**src/design/wepl_pkg.sv**
```systemverilog
// Shared types, sizes and ring-slot helper for the windowed event pair lag core.
// No dependencies; imported by wepl_out_stage and windowed_event_pair_lags_core.
`default_nettype none

package wepl_pkg;

   localparam int WINDOW_DEPTH  = 32;
   localparam int TIME_BITS     = 32;
   localparam int LABEL_BITS    = 8;
   localparam int LAG_BITS      = 16;
   localparam int DIFF_BITS     = LAG_BITS + 1;
   localparam int SLOT_BITS     = (WINDOW_DEPTH > 1) ? $clog2(WINDOW_DEPTH) : 1;
   localparam int COUNT_BITS    = $clog2(WINDOW_DEPTH + 1);
   localparam int ENTRY_BITS    = TIME_BITS + LABEL_BITS;
   localparam int REQ_DATA_BITS = ((TIME_BITS + LABEL_BITS + 7) / 8) * 8;
   localparam int RSP_RAW_BITS  = 2 * LABEL_BITS + DIFF_BITS;
   localparam int RSP_DATA_BITS = ((RSP_RAW_BITS + 7) / 8) * 8;

   typedef logic [TIME_BITS-1:0]  time_type;
   typedef logic [LABEL_BITS-1:0] label_type;
   typedef logic [LAG_BITS-1:0]   lag_type;
   typedef logic [SLOT_BITS-1:0]  slot_type;
   typedef logic [COUNT_BITS-1:0] count_type;

   typedef struct packed {
      label_type                    first_label;
      label_type                    second_label;
      logic signed [DIFF_BITS-1:0]  time_difference;
      logic                         last_of_run;
      logic                         window_overflowed;
   } rsp_item_type;

   // Ring position base + offset, offset no larger than the depth.
   function automatic slot_type slot_add(input slot_type base, input count_type offset);
      logic [COUNT_BITS:0] sum;
      sum = (COUNT_BITS+1)'(base) + (COUNT_BITS+1)'(offset);
      if (sum >= (COUNT_BITS+1)'(WINDOW_DEPTH)) begin
         sum = sum - (COUNT_BITS+1)'(WINDOW_DEPTH);
      end
      return slot_type'(sum);
   endfunction

endpackage

`default_nettype wire

```
**src/design/windowed_event_pair_lags_core.sv**
```systemverilog
// Windowed event pair lag core: ring window of recent events in one memory; depends on wepl_pkg
// and wepl_out_stage. Per event: each stored entry is read and judged, each matching entry gives
// a pair of mirrored results, and then the new event is stored into the ring.
// The window memory read and the single output register set the rate;
// one event at a time, and the next event is accepted while the last result still waits.
// Synchronous reset clears control state, head/count, overflow flag and lag; memory is not cleared.
`default_nettype none

module windowed_event_pair_lags_core (
   input  wire logic                                clock,
   input  wire logic                                reset,
   // configuration: max_time_lag
   input  wire logic                                csr_wr_en,
   input  wire logic [wepl_pkg::LAG_BITS-1:0]       csr_wr_data,
   // event input, tdata: [31:0] event_time, [39:32] event_label
   input  wire logic                                req_tvalid,
   output logic                                     req_tready,
   input  wire logic [wepl_pkg::REQ_DATA_BITS-1:0]  req_tdata,
   // pair results, tdata: [7:0] first_label, [15:8] second_label,
   // [32:16] time_difference, upper bits zero
   output logic                                     rsp_tvalid,
   input  wire logic                                rsp_tready,
   output logic [wepl_pkg::RSP_DATA_BITS-1:0]       rsp_tdata,
   output logic                                     rsp_tlast,
   // tuser: [0] window_overflowed
   output logic                                     rsp_tuser
);
   import wepl_pkg::*;

   // Sequencer states
   localparam logic [2:0] ST_IDLE  = 3'd0;  // wait for an event transfer
   localparam logic [2:0] ST_READ  = 3'd1;  // issue window memory read
   localparam logic [2:0] ST_CHECK = 3'd2;  // judge the entry read back
   localparam logic [2:0] ST_EMIT1 = 3'd3;  // send (old, new, +age)
   localparam logic [2:0] ST_EMIT2 = 3'd4;  // send mirrored (new, old, -age)
   localparam logic [2:0] ST_STORE = 3'd5;  // write the new event into the ring

   logic [2:0]  state_ff, state_in;
   lag_type     lag_ff, lag_in;
   slot_type    head_ff, head_in;
   count_type   count_ff, count_in;
   logic        overflow_ff, overflow_in;
   slot_type    ptr_ff, ptr_in;
   logic        prune_ff, prune_in;
   time_type    now_ff, now_in;
   label_type   label_ff, label_in;

   // Pair held back until we know whether another one follows (for tlast)
   logic        held_valid_ff, held_valid_in;
   label_type   held_label_ff, held_label_in;
   lag_type     held_age_ff, held_age_in;
   label_type   cand_label_ff, cand_label_in;
   lag_type     cand_age_ff, cand_age_in;
   logic        last_pair_ff, last_pair_in;

   // Window memory: {time, label} per slot
   logic [ENTRY_BITS-1:0] window_mem [WINDOW_DEPTH];
   time_type    rd_time_ff;
   label_type   rd_label_ff;
   logic        mem_rd, mem_wr;
   slot_type    rd_slot, wr_slot;

   time_type    age;
   logic        fits;
   logic        take;
   logic        scan_last;
   logic        out_free, out_load;
   rsp_item_type out_item;
   logic signed [DIFF_BITS-1:0] diff_pos;

   assign req_tready = (state_ff == ST_IDLE);

   assign rd_slot = slot_add(head_ff, COUNT_BITS'(ptr_ff));
   assign wr_slot = (count_ff == COUNT_BITS'(WINDOW_DEPTH)) ? head_ff
                                                             : slot_add(head_ff, count_ff);

   // Wrapped age of the entry just read; only ages within the lag are paired
   assign age       = now_ff - rd_time_ff;
   assign fits      = (age <= time_type'(lag_ff));
   assign take      = (rd_label_ff != '0) && fits;
   assign scan_last = ((COUNT_BITS'(ptr_ff) + COUNT_BITS'(1)) == count_ff);
   assign diff_pos  = DIFF_BITS'({1'b0, held_age_ff});

   always_comb begin
      state_in      = state_ff;
      lag_in        = lag_ff;
      head_in       = head_ff;
      count_in      = count_ff;
      overflow_in   = overflow_ff;
      ptr_in        = ptr_ff;
      prune_in      = prune_ff;
      now_in        = now_ff;
      label_in      = label_ff;
      held_valid_in = held_valid_ff;
      held_label_in = held_label_ff;
      held_age_in   = held_age_ff;
      cand_label_in = cand_label_ff;
      cand_age_in   = cand_age_ff;
      last_pair_in  = last_pair_ff;
      mem_rd        = 1'b0;
      mem_wr        = 1'b0;
      out_load      = 1'b0;
      out_item      = '0;

      if (csr_wr_en) begin
         lag_in = csr_wr_data;
      end

      case (state_ff)
         ST_IDLE: begin
            if (req_tvalid) begin
               now_in        = req_tdata[TIME_BITS-1:0];
               label_in      = req_tdata[TIME_BITS +: LABEL_BITS];
               ptr_in        = '0;
               prune_in      = 1'b1;
               held_valid_in = 1'b0;
               state_in      = (count_ff == '0) ? ST_STORE : ST_READ;
            end
         end
         ST_READ: begin
            mem_rd   = 1'b1;
            state_in = ST_CHECK;
         end
         ST_CHECK: begin
            if (prune_ff && !fits) begin
               // drop the stale head entry and look at the next one
               head_in  = slot_add(head_ff, COUNT_BITS'(1));
               count_in = count_ff - COUNT_BITS'(1);
               state_in = (count_ff == COUNT_BITS'(1)) ? ST_STORE : ST_READ;
            end else begin
               prune_in = 1'b0;
               if (label_ff == '0) begin
                  state_in = ST_STORE;
               end else if (take && held_valid_ff) begin
                  // flush the held pair first, then this entry becomes held
                  cand_label_in = rd_label_ff;
                  cand_age_in   = age[LAG_BITS-1:0];
                  last_pair_in  = 1'b0;
                  state_in      = ST_EMIT1;
               end else begin
                  if (take) begin
                     held_valid_in = 1'b1;
                     held_label_in = rd_label_ff;
                     held_age_in   = age[LAG_BITS-1:0];
                  end
                  if (scan_last) begin
                     last_pair_in = 1'b1;
                     state_in     = (take || held_valid_ff) ? ST_EMIT1 : ST_STORE;
                  end else begin
                     ptr_in   = ptr_ff + SLOT_BITS'(1);
                     state_in = ST_READ;
                  end
               end
            end
         end
         ST_EMIT1: begin
            if (out_free) begin
               out_load                   = 1'b1;
               out_item.first_label       = held_label_ff;
               out_item.second_label      = label_ff;
               out_item.time_difference   = diff_pos;
               out_item.last_of_run       = 1'b0;
               out_item.window_overflowed = overflow_ff;
               state_in                   = ST_EMIT2;
            end
         end
         ST_EMIT2: begin
            if (out_free) begin
               out_load                   = 1'b1;
               out_item.first_label       = label_ff;
               out_item.second_label      = held_label_ff;
               out_item.time_difference   = -diff_pos;
               out_item.last_of_run       = last_pair_ff;
               out_item.window_overflowed = overflow_ff;
               if (last_pair_ff) begin
                  held_valid_in = 1'b0;
                  state_in      = ST_STORE;
               end else begin
                  held_label_in = cand_label_ff;
                  held_age_in   = cand_age_ff;
                  if (scan_last) begin
                     last_pair_in = 1'b1;
                     state_in     = ST_EMIT1;
                  end else begin
                     ptr_in   = ptr_ff + SLOT_BITS'(1);
                     state_in = ST_READ;
                  end
               end
            end
         end
         ST_STORE: begin
            mem_wr = 1'b1;
            if (count_ff == COUNT_BITS'(WINDOW_DEPTH)) begin
               // full window: overwrite the oldest entry and advance the head
               head_in     = slot_add(head_ff, COUNT_BITS'(1));
               overflow_in = 1'b1;
            end else begin
               count_in = count_ff + COUNT_BITS'(1);
            end
            state_in = ST_IDLE;
         end
         default: begin
            state_in = ST_IDLE;
         end
      endcase
   end

   always_ff @(posedge clock) begin
      if (reset) begin
         state_ff      <= ST_IDLE;
         lag_ff        <= '0;
         head_ff       <= '0;
         count_ff      <= '0;
         overflow_ff   <= 1'b0;
         ptr_ff        <= '0;
         prune_ff      <= 1'b0;
         held_valid_ff <= 1'b0;
         last_pair_ff  <= 1'b0;
      end else begin
         state_ff      <= state_in;
         lag_ff        <= lag_in;
         head_ff       <= head_in;
         count_ff      <= count_in;
         overflow_ff   <= overflow_in;
         ptr_ff        <= ptr_in;
         prune_ff      <= prune_in;
         held_valid_ff <= held_valid_in;
         last_pair_ff  <= last_pair_in;
      end
   end

   // Payload registers: no reset
   always_ff @(posedge clock) begin
      now_ff        <= now_in;
      label_ff      <= label_in;
      held_label_ff <= held_label_in;
      held_age_ff   <= held_age_in;
      cand_label_ff <= cand_label_in;
      cand_age_ff   <= cand_age_in;
   end

   // Window memory, registered read
   always_ff @(posedge clock) begin
      if (mem_wr) begin
         window_mem[wr_slot] <= {now_ff, label_ff};
      end
      if (mem_rd) begin
         {rd_time_ff, rd_label_ff} <= window_mem[rd_slot];
      end
   end

   wepl_out_stage u_out_stage (
      .clock      (clock),
      .reset      (reset),
      .load       (out_load),
      .item       (out_item),
      .free       (out_free),
      .rsp_tvalid (rsp_tvalid),
      .rsp_tready (rsp_tready),
      .rsp_tdata  (rsp_tdata),
      .rsp_tlast  (rsp_tlast),
      .rsp_tuser  (rsp_tuser)
   );

   // A held pair never survives past the end of an event
   a_held_clear_idle: assert property (@(posedge clock) disable iff (reset)
      (state_ff == ST_IDLE) |-> !held_valid_ff)
      else $error("held pair left over at idle");

   // Window fill never exceeds the ring depth
   a_count_bound: assert property (@(posedge clock) disable iff (reset)
      count_ff <= COUNT_BITS'(WINDOW_DEPTH))
      else $error("window count beyond depth");

   // Scan offset stays inside the occupied part of the ring
   a_ptr_in_range: assert property (@(posedge clock) disable iff (reset)
      ((state_ff == ST_READ) || (state_ff == ST_CHECK)) |-> (COUNT_BITS'(ptr_ff) < count_ff))
      else $error("scan offset outside window");

   // Results are produced only by the emit states
   a_emit_source: assert property (@(posedge clock) disable iff (reset)
      out_load |-> ((state_ff == ST_EMIT1) || (state_ff == ST_EMIT2)))
      else $error("result loaded outside emit");

   // The overflow flag is sticky
   a_overflow_sticky: assert property (@(posedge clock) disable iff (reset)
      overflow_ff |=> overflow_ff)
      else $error("overflow flag cleared");

endmodule

`default_nettype wire

```
**src/design/wepl_out_stage.sv**
```systemverilog
// Result output register: holds one pair result until the downstream transfer.
// Depends on wepl_pkg (rsp_item_type, field widths).
`default_nettype none

module wepl_out_stage (
   input  wire logic                                clock,
   input  wire logic                                reset,
   input  wire logic                                load,
   input  wire wepl_pkg::rsp_item_type              item,
   output logic                                     free,
   output logic                                     rsp_tvalid,
   input  wire logic                                rsp_tready,
   // [7:0] first_label, [15:8] second_label, [32:16] time_difference, rest zero
   output logic [wepl_pkg::RSP_DATA_BITS-1:0]       rsp_tdata,
   output logic                                     rsp_tlast,
   // [0] window_overflowed
   output logic                                     rsp_tuser
);
   import wepl_pkg::*;

   logic         valid_ff, valid_in;
   rsp_item_type item_ff;

   assign free = !valid_ff || rsp_tready;

   always_comb begin
      valid_in = valid_ff;
      if (load) begin
         valid_in = 1'b1;
      end else if (rsp_tready) begin
         valid_in = 1'b0;
      end
   end

   always_ff @(posedge clock) begin
      if (reset) begin
         valid_ff <= 1'b0;
      end else begin
         valid_ff <= valid_in;
      end
   end

   always_ff @(posedge clock) begin
      if (load) begin
         item_ff <= item;
      end
   end

   assign rsp_tvalid = valid_ff;
   assign rsp_tdata  = RSP_DATA_BITS'({item_ff.time_difference,
                                      item_ff.second_label,
                                      item_ff.first_label});
   assign rsp_tlast  = item_ff.last_of_run;
   assign rsp_tuser  = item_ff.window_overflowed;

endmodule

`default_nettype wire
```
**config.mk**
```make
export PLATFORM = sky130hd
export DESIGN_NAME = windowed_event_pair_lags_core
export DESIGN_NICKNAME = d
export VERILOG_FILES = /design/src/design/wepl_pkg.sv /design/src/design/windowed_event_pair_lags_core.sv /design/src/design/wepl_out_stage.sv
export SDC_FILE = /design/constraint.sdc
export NUM_CORES = 1
export LEC_CHECK = 0
export ABC_AREA = 1
export BUFFER_PORTS_ARGS = -buffer_cell sky130_fd_sc_hd__buf_2
export CAP_MARGIN = 20
export CORE_UTILIZATION = 45
export CTS_CLUSTER_DIAMETER = 60
export DETAILED_ROUTE_END_ITERATION = 10
export PLACE_DENSITY = 0.6
export REMOVE_ABC_BUFFERS = 1
export SYNTH_ARGS = -nofsm -noshare
export SYNTH_HDL_FRONTEND = slang
export SYNTH_SLANG_ARGS = --single-unit
```
**constraint.sdc**
```tcl
create_clock -name clock -period 10.28 [get_ports clock]
set_input_delay 1.542 -clock clock [delete_from_list [all_inputs] [get_ports clock]]
set_output_delay 1.542 -clock clock [all_outputs]
set_load 0.01 [all_outputs]
```
=== Word-level counts from Yosys, hierarchy flattened ===
Memories as Yosys holds them, arrays and structs flattened. A register that Yosys moved wholly into a read port is not among the register bits.
Index checks and enable logic that the tools add are counted.
W data, S select, Z words.

* Bits in writable memories: 1280
* Word-level logic and storage cells: 164
* Output and inout bits: 44
* Bits in registers: 163
* Memories kept: 1

* Muxes and demuxes: 75
* Magnitude comparators: 4
* $add $sub $neg: 12
* Bitwise logic cells: 2
* Reduce and logical (&&, ||, !) cells: 28
* Eq/ne operators: 21

{| class="wikitable"
|+ Memories
! memory !! words !! width !! read ports !! clocked after memory_dff !! write ports !! line !! text
|-
| window_mem || 32 || 40 || 1 || 1 || 1 || windowed_event_pair_lags_core.sv:57 || <nowiki>logic [ENTRY_BITS-1:0] window_mem [WINDOW_DEPTH];</nowiki>
|}

{| class="wikitable"
|+ Operators by type and width
! kind !! count
|-
| $mux W16 || 6
|-
| $mux W35 || 2
|-
| $pmux W35 S2 || 1
|-
| $mux W5 || 13
|-
| $mux W8 || 6
|-
| $mux W3 || 11
|-
| $le A32 B16 Y1 || 1
|-
| $pmux W16 S2 || 1
|-
| $sub A32 B32 Y32 || 1
|-
| $mux W1 || 24
|-
| $ne A2 B2 Y1 const B || 12
|-
| $neg A16 Y17 || 1
|-
| $pmux W8 S2 || 1
|-
| $pmux W3 S5 || 1
|-
| $pmux W5 S3 || 1
|-
| $sub A5 B1 Y5 const B || 3
|-
| $reduce_and A7 Y1 || 2
|-
| $add A5 B1 Y6 const B || 2
|-
| $ge A6 B6 Y1 const B || 2
|-
| $mux W6 || 2
|-
| $pmux W6 S2 || 1
|-
| $reduce_and A3 Y1 || 4
|-
| $pmux W5 S2 || 1
|-
| $logic_not A8 Y1 || 1
|-
| 30 further kinds || 42
|}

=== Logic depth before layout (Yosys ltp) ===
* Depth after elaboration: 10
* Gate-level depth with buffers: 31

=== Hierarchy ===
A second synthesis with hierarchy kept.

* Cell total of the unflattened synthesis: 4456
* Area total of the unflattened synthesis: 61178.7 um^2

{| class="wikitable"
|+ By module, submodules not included
! module !! instances !! cells each !! area an instance (um^2)
|-
| windowed_event_pair_lags_core || 1 || 4408 || 60028.8
|-
| wepl_out_stage || 1 || 48 || 1149.9
|}

=== Worst setup path after synthesis ===
No wires, ideal clock.

* Kind: register -> register
* Start: register now_ff[0]
* End: register cand_age_ff[0] (enable)
* Cell stages (with the launch flop): 25
* Setup slack: 5.483 ns
* Arrival: 4.392 ns
* Path buffers: 0
* Setup time: 0.405 ns
* Required time: 9.875 ns
* Clock period less this slack: 4.797 ns
* Path through: edfxtp_1 > inv_1 > ha_1 > fa_1 > inv_1 > nand2_1 > nand2_1 > and2_1 > nand2_1 > nand3_2 > xor2_1 > ha_1 > nand4_1 > a21oi_1 > nor2_1 > nand2_1 > nand2_1 > nand2_1 > nor2_1 > nand2_1 > nor2_4 > nand3_2 > nor2_2 > nand2_2 > nor2_1

* Word-level cells in the longest chain between the ends: 6

{| class="wikitable"
|+ Ends and longest elaborated chain
! item !! line !! text
|-
| start, declared || windowed_event_pair_lags_core.sv:45 || <nowiki>time_type now_ff, now_in;</nowiki>
|-
| start signal, assigned || windowed_event_pair_lags_core.sv:234 || <nowiki>now_ff <= now_in;</nowiki>
|-
| $sub A32 B32 Y32 (*) || windowed_event_pair_lags_core.sv:78 || <nowiki>assign age = now_ff - rd_time_ff;</nowiki>
|-
| via age[12] || windowed_event_pair_lags_core.sv:63 || <nowiki>time_type age;</nowiki>
|-
| $le A32 B16 Y1 (*) || windowed_event_pair_lags_core.sv:79 || <nowiki>assign fits = (age <= time_type'(lag_ff));</nowiki>
|-
| $logic_not A1 Y1 || windowed_event_pair_lags_core.sv:125 || <nowiki>if (prune_ff && !fits) begin</nowiki>
|-
| $logic_and A1 B1 Y1 || windowed_event_pair_lags_core.sv:125 ||
|-
| $not A1 Y1 (no source line) || -- ||
|-
| $reduce_and A4 Y1 (no source line) (*) || -- ||
|-
| end signal, assigned || windowed_event_pair_lags_core.sv:239 || <nowiki>cand_age_ff <= cand_age_in;</nowiki>
|-
| end, declared || windowed_event_pair_lags_core.sv:53 || <nowiki>lag_type cand_age_ff, cand_age_in;</nowiki>
|}

The timed path passes the listed nets; every way through them passes the cells marked *.
A chain may end at the register's enable or synchronous reset.

=== Final worst setup path ===
* Start: register now_ff[0]
* End: register cand_label_ff[5] (enable)

* Word-level cells in the longest chain between the ends: 6

{| class="wikitable"
|+ Ends and longest elaborated chain
! item !! line !! text
|-
| $sub A32 B32 Y32 (*) || windowed_event_pair_lags_core.sv:78 ||
|-
| via age[12] || windowed_event_pair_lags_core.sv:63 ||
|-
| $le A32 B16 Y1 (*) || windowed_event_pair_lags_core.sv:79 ||
|-
| $logic_not A1 Y1 || windowed_event_pair_lags_core.sv:125 ||
|-
| $logic_and A1 B1 Y1 || windowed_event_pair_lags_core.sv:125 ||
|-
| $not A1 Y1 (no source line) || -- ||
|-
| $reduce_and A4 Y1 (no source line) (*) || -- ||
|-
| end signal, assigned || windowed_event_pair_lags_core.sv:238 || <nowiki>cand_label_ff <= cand_label_in;</nowiki>
|-
| end, declared || windowed_event_pair_lags_core.sv:52 || <nowiki>label_type cand_label_ff, cand_label_in;</nowiki>
|}

Marked as above.

==> flow_metrics.tcl <==
set metrics [dict create \
    outcome "complete, no violations" \
    final-hold-violation-count 0 \
    ioPinCount 105 \
    ys_seq_area_frac 0.722 \
    numPortBuffers 97 \
    antenna_found_initial 5 \
    die_y_um 370 \
    drv_slew 0 \
    async_flop_share 0 \
    fin_crit_ns 5.22 \
    cts_hold_buf 0 \
    drv_cap 0 \
    synth_area_um2 61100 \
    cts-htree-levels 4 \
    period_share 0.508 \
    drt_iter0_drc 4312 \
    critPathTopFamily "simple AND/OR/NAND/NOR gates" \
    finalNetCount 4708 \
    synth_common_cells "edfxtp_1, nor2_1, nand2_1, o21ai_0" \
    critPathArrivalTime_ns 5.67 \
    hold_class "flop to flop" \
    grt_pass1_wl_mm 245 \
    clkSinkCount 1483 \
    fill_cells 11205 \
    yosysMostFrequentCell "edfxtp_1" \
    ctsResizeCount 0 \
    drc 0 \
    vias_per_cell 5.85 \
    wire_per_inst_um 26.2 \
    cpPeakStageDelay_ns 1.00 \
    ff_latch_area_um2 44100 \
    path_clk_slew_ns 0.06 \
    numCtsBuffers 159 \
    drive_gt1_frac 0.108 \
    coreArea_um2 134000 \
    timing.fmax_mhz 192 \
    num_rows 134 \
    grt_pass1_vias 36090 \
    layout_setup_ws_ns 5.06 \
    ys.flop_type "edfxtp_1" \
    synth-seq-cells 1483 \
    critPathMaxFanout 33 \
    multiInputGateArea_um2 15200 \
    root_buffer "clkbuf_16" \
    cts_buffer_depth 3 \
    ant_nets 0 \
    place_congestion 0.894 \
    postCtsSetupBuffers 0 \
    num_vias 37937 \
    path_buf_inv 3 \
    wl_mm 170 \
    dieArea_um2 137000 \
    p_leak_uw 0.0232 \
    area_delta_synth_final_pct 13.3 \
    grt_setup_unrepaired "no" \
    ir_drop_uv 175 \
    grt_overflow 0 \
    yosysUniqueCellTypes 49 \
    pre_cts_ws_ns 4.84 \
    clock_latency_ns 0.81 \
    worst_pin_slew_ns 1.16 \
    power_density_nw_per_um2 252 \
    grt_max_degree 185 \
    yosysTopAreaCellShare 0.709 \
    crit_type "flop to flop" \
    synthCells 4466 \
    syn_area_per_cell_um2 13.7 \
    cp.required_ns 10.73 \
    slowest_stage "edfxtp_1" \
    fp.dieW_um 370 \
    cts_tree "yes" \
    fin_skew_ns 0.0364 \
    track_usage 0.245 \
    holdWs_ns 0.482 \
    synthTopCellsByArea "edfxtp_1, mux2i_1, o221ai_1" \
    synth_edf_count 1443 \
    ys_warn_count 0 \
    initial_core_util 0.455 \
    start_kind "flop" \
    worstSetupEndpointType "flop" \
    dp_hpwl_mm 89.2 \
    setup_viol 0 \
    slew_headroom 0.227 \
    drt_pass1_iterations 6 \
    cpMostUsedCell "nand2_1" \
    yosysTopAreaCell "edfxtp_1" \
]
-- layout make-up --
cell class,count,area share
antenna,2,0.0000723
clock buffer,196,0.0602
clock inverter,93,0.0134
inverter,271,0.0150
multi-input combinational,2458,0.220
sequential,1483,0.637
tap,1768,0.0320
timing repair buffer,209,0.0217
-- routing by layer --
layer / track usage / vias up / wire length [um]
met2: 0.395 / 1516 / 79700
met4: 0.0709 / 0 / 4170
met3: 0.0353 / 243 / 12100
met5: 0 / - / 0
li1: - / 17034 / -
met1: 0.348 / 19144 / 73700
-- kinds of logic after synthesis --
logic type               count (synthesis)  share of synthesized area
AO/OA/AOI/OAI                          838                     0.0905
XOR/XNOR                                33                    0.00473
buffers and inverters                  531                     0.0338
adder cells (fa/ha/maj)                 65                     0.0137
multiplexers                           320                     0.0524
other                                    1                  0.0000614
AND/OR/NAND/NOR                       1195                     0.0824
flip-flops                            1483                      0.722
-- sequential cells by signal, indices dropped and copies added, names as in the netlist, 3 cells and up --
name	count
cand_age_ff	16
count_ff	6
cand_label_ff	8
state_ff	3
rd_time_ff	32
now_ff	32
label_ff	8
rd_label_ff	8
window_mem	1280
held_label_ff	8
ptr_ff	5
u_out_stage.rsp_tdata	33
lag_ff	16
held_age_ff	16
head_ff	5
-- cells in the final DEF, fill, tap and decap left out, types with 9 or more instances in the layout --
cell type / netlist / layout
nand2_2: 10 / 10
ha_1: 62 / 61
nor3_1: 14 / 13
clkinv_1: 6 / 40
o22ai_1: 22 / 22
clkbuf_1: 214 / 34
bufinv_16: 0 / 9
nor2_4: 2 / 35
buf_12: 0 / 12
a21oi_1: 67 / 67
nor2_2: 7 / 10
inv_1: 259 / 258
and3_1: 39 / 39
edfxtp_1: 1443 / 1443
nand3_1: 220 / 220
mux2i_1: 320 / 320
clkbuf_16: 0 / 161
dfxtp_1: 40 / 40
o21ai_0: 368 / 368
nand2_1: 413 / 413
xor2_1: 25 / 23
buf_2: 31 / 97
buf_4: 7 / 98
clkinv_2: 0 / 19
nor2_1: 464 / 428
a31oi_1: 45 / 45
o221ai_1: 320 / 320
-- per-stage QoR --
| stage | TNS [ns] | utilization | power, uW | cell area, um^2 | instances |
|---|---|---|---|---|---|
| finish | 0 | 0.516 | 17400 | 69200 | 6480 |
| global route | 0 | 0.516 | 18200 | 69200 | 6479 |
| CTS | 0 | 0.516 | 17500 | 69200 | 6476 |
| detailed placement | 0 | 0.478 | 11900 | 64100 | 6187 |
| global placement | 0 | 0.477 | 11900 | 63900 | 6179 |
| floorplan | -686.62 | - | 11300 | 60100 | 4212 |
-- path summary, 6_finish.rpt --
check | start | endpoint | slack, ns | cells after the start
setup / recovery | now_ff[0] | cand_label_ff[5] | 5.06 | 25
hold / removal | rd_label_ff[3] | cand_label_ff[3] | 0.48 | 0
setup reg to reg | now_ff[0] | cand_label_ff[5] | 5.06 | 25
hold reg to reg | rd_label_ff[3] | cand_label_ff[3] | 0.48 | 0
-- where the power goes --
part	total [uW]	internal, uW	switching (uW)	leakage [uW]
Clock	5570	3150	2420	0.00246
Sequential	7420	7270	156	0.0134
Combinational	4450	1360	3090	0.00736
Total	17400	11800	5660	0.0232
(Power assumes the default switching activity.)
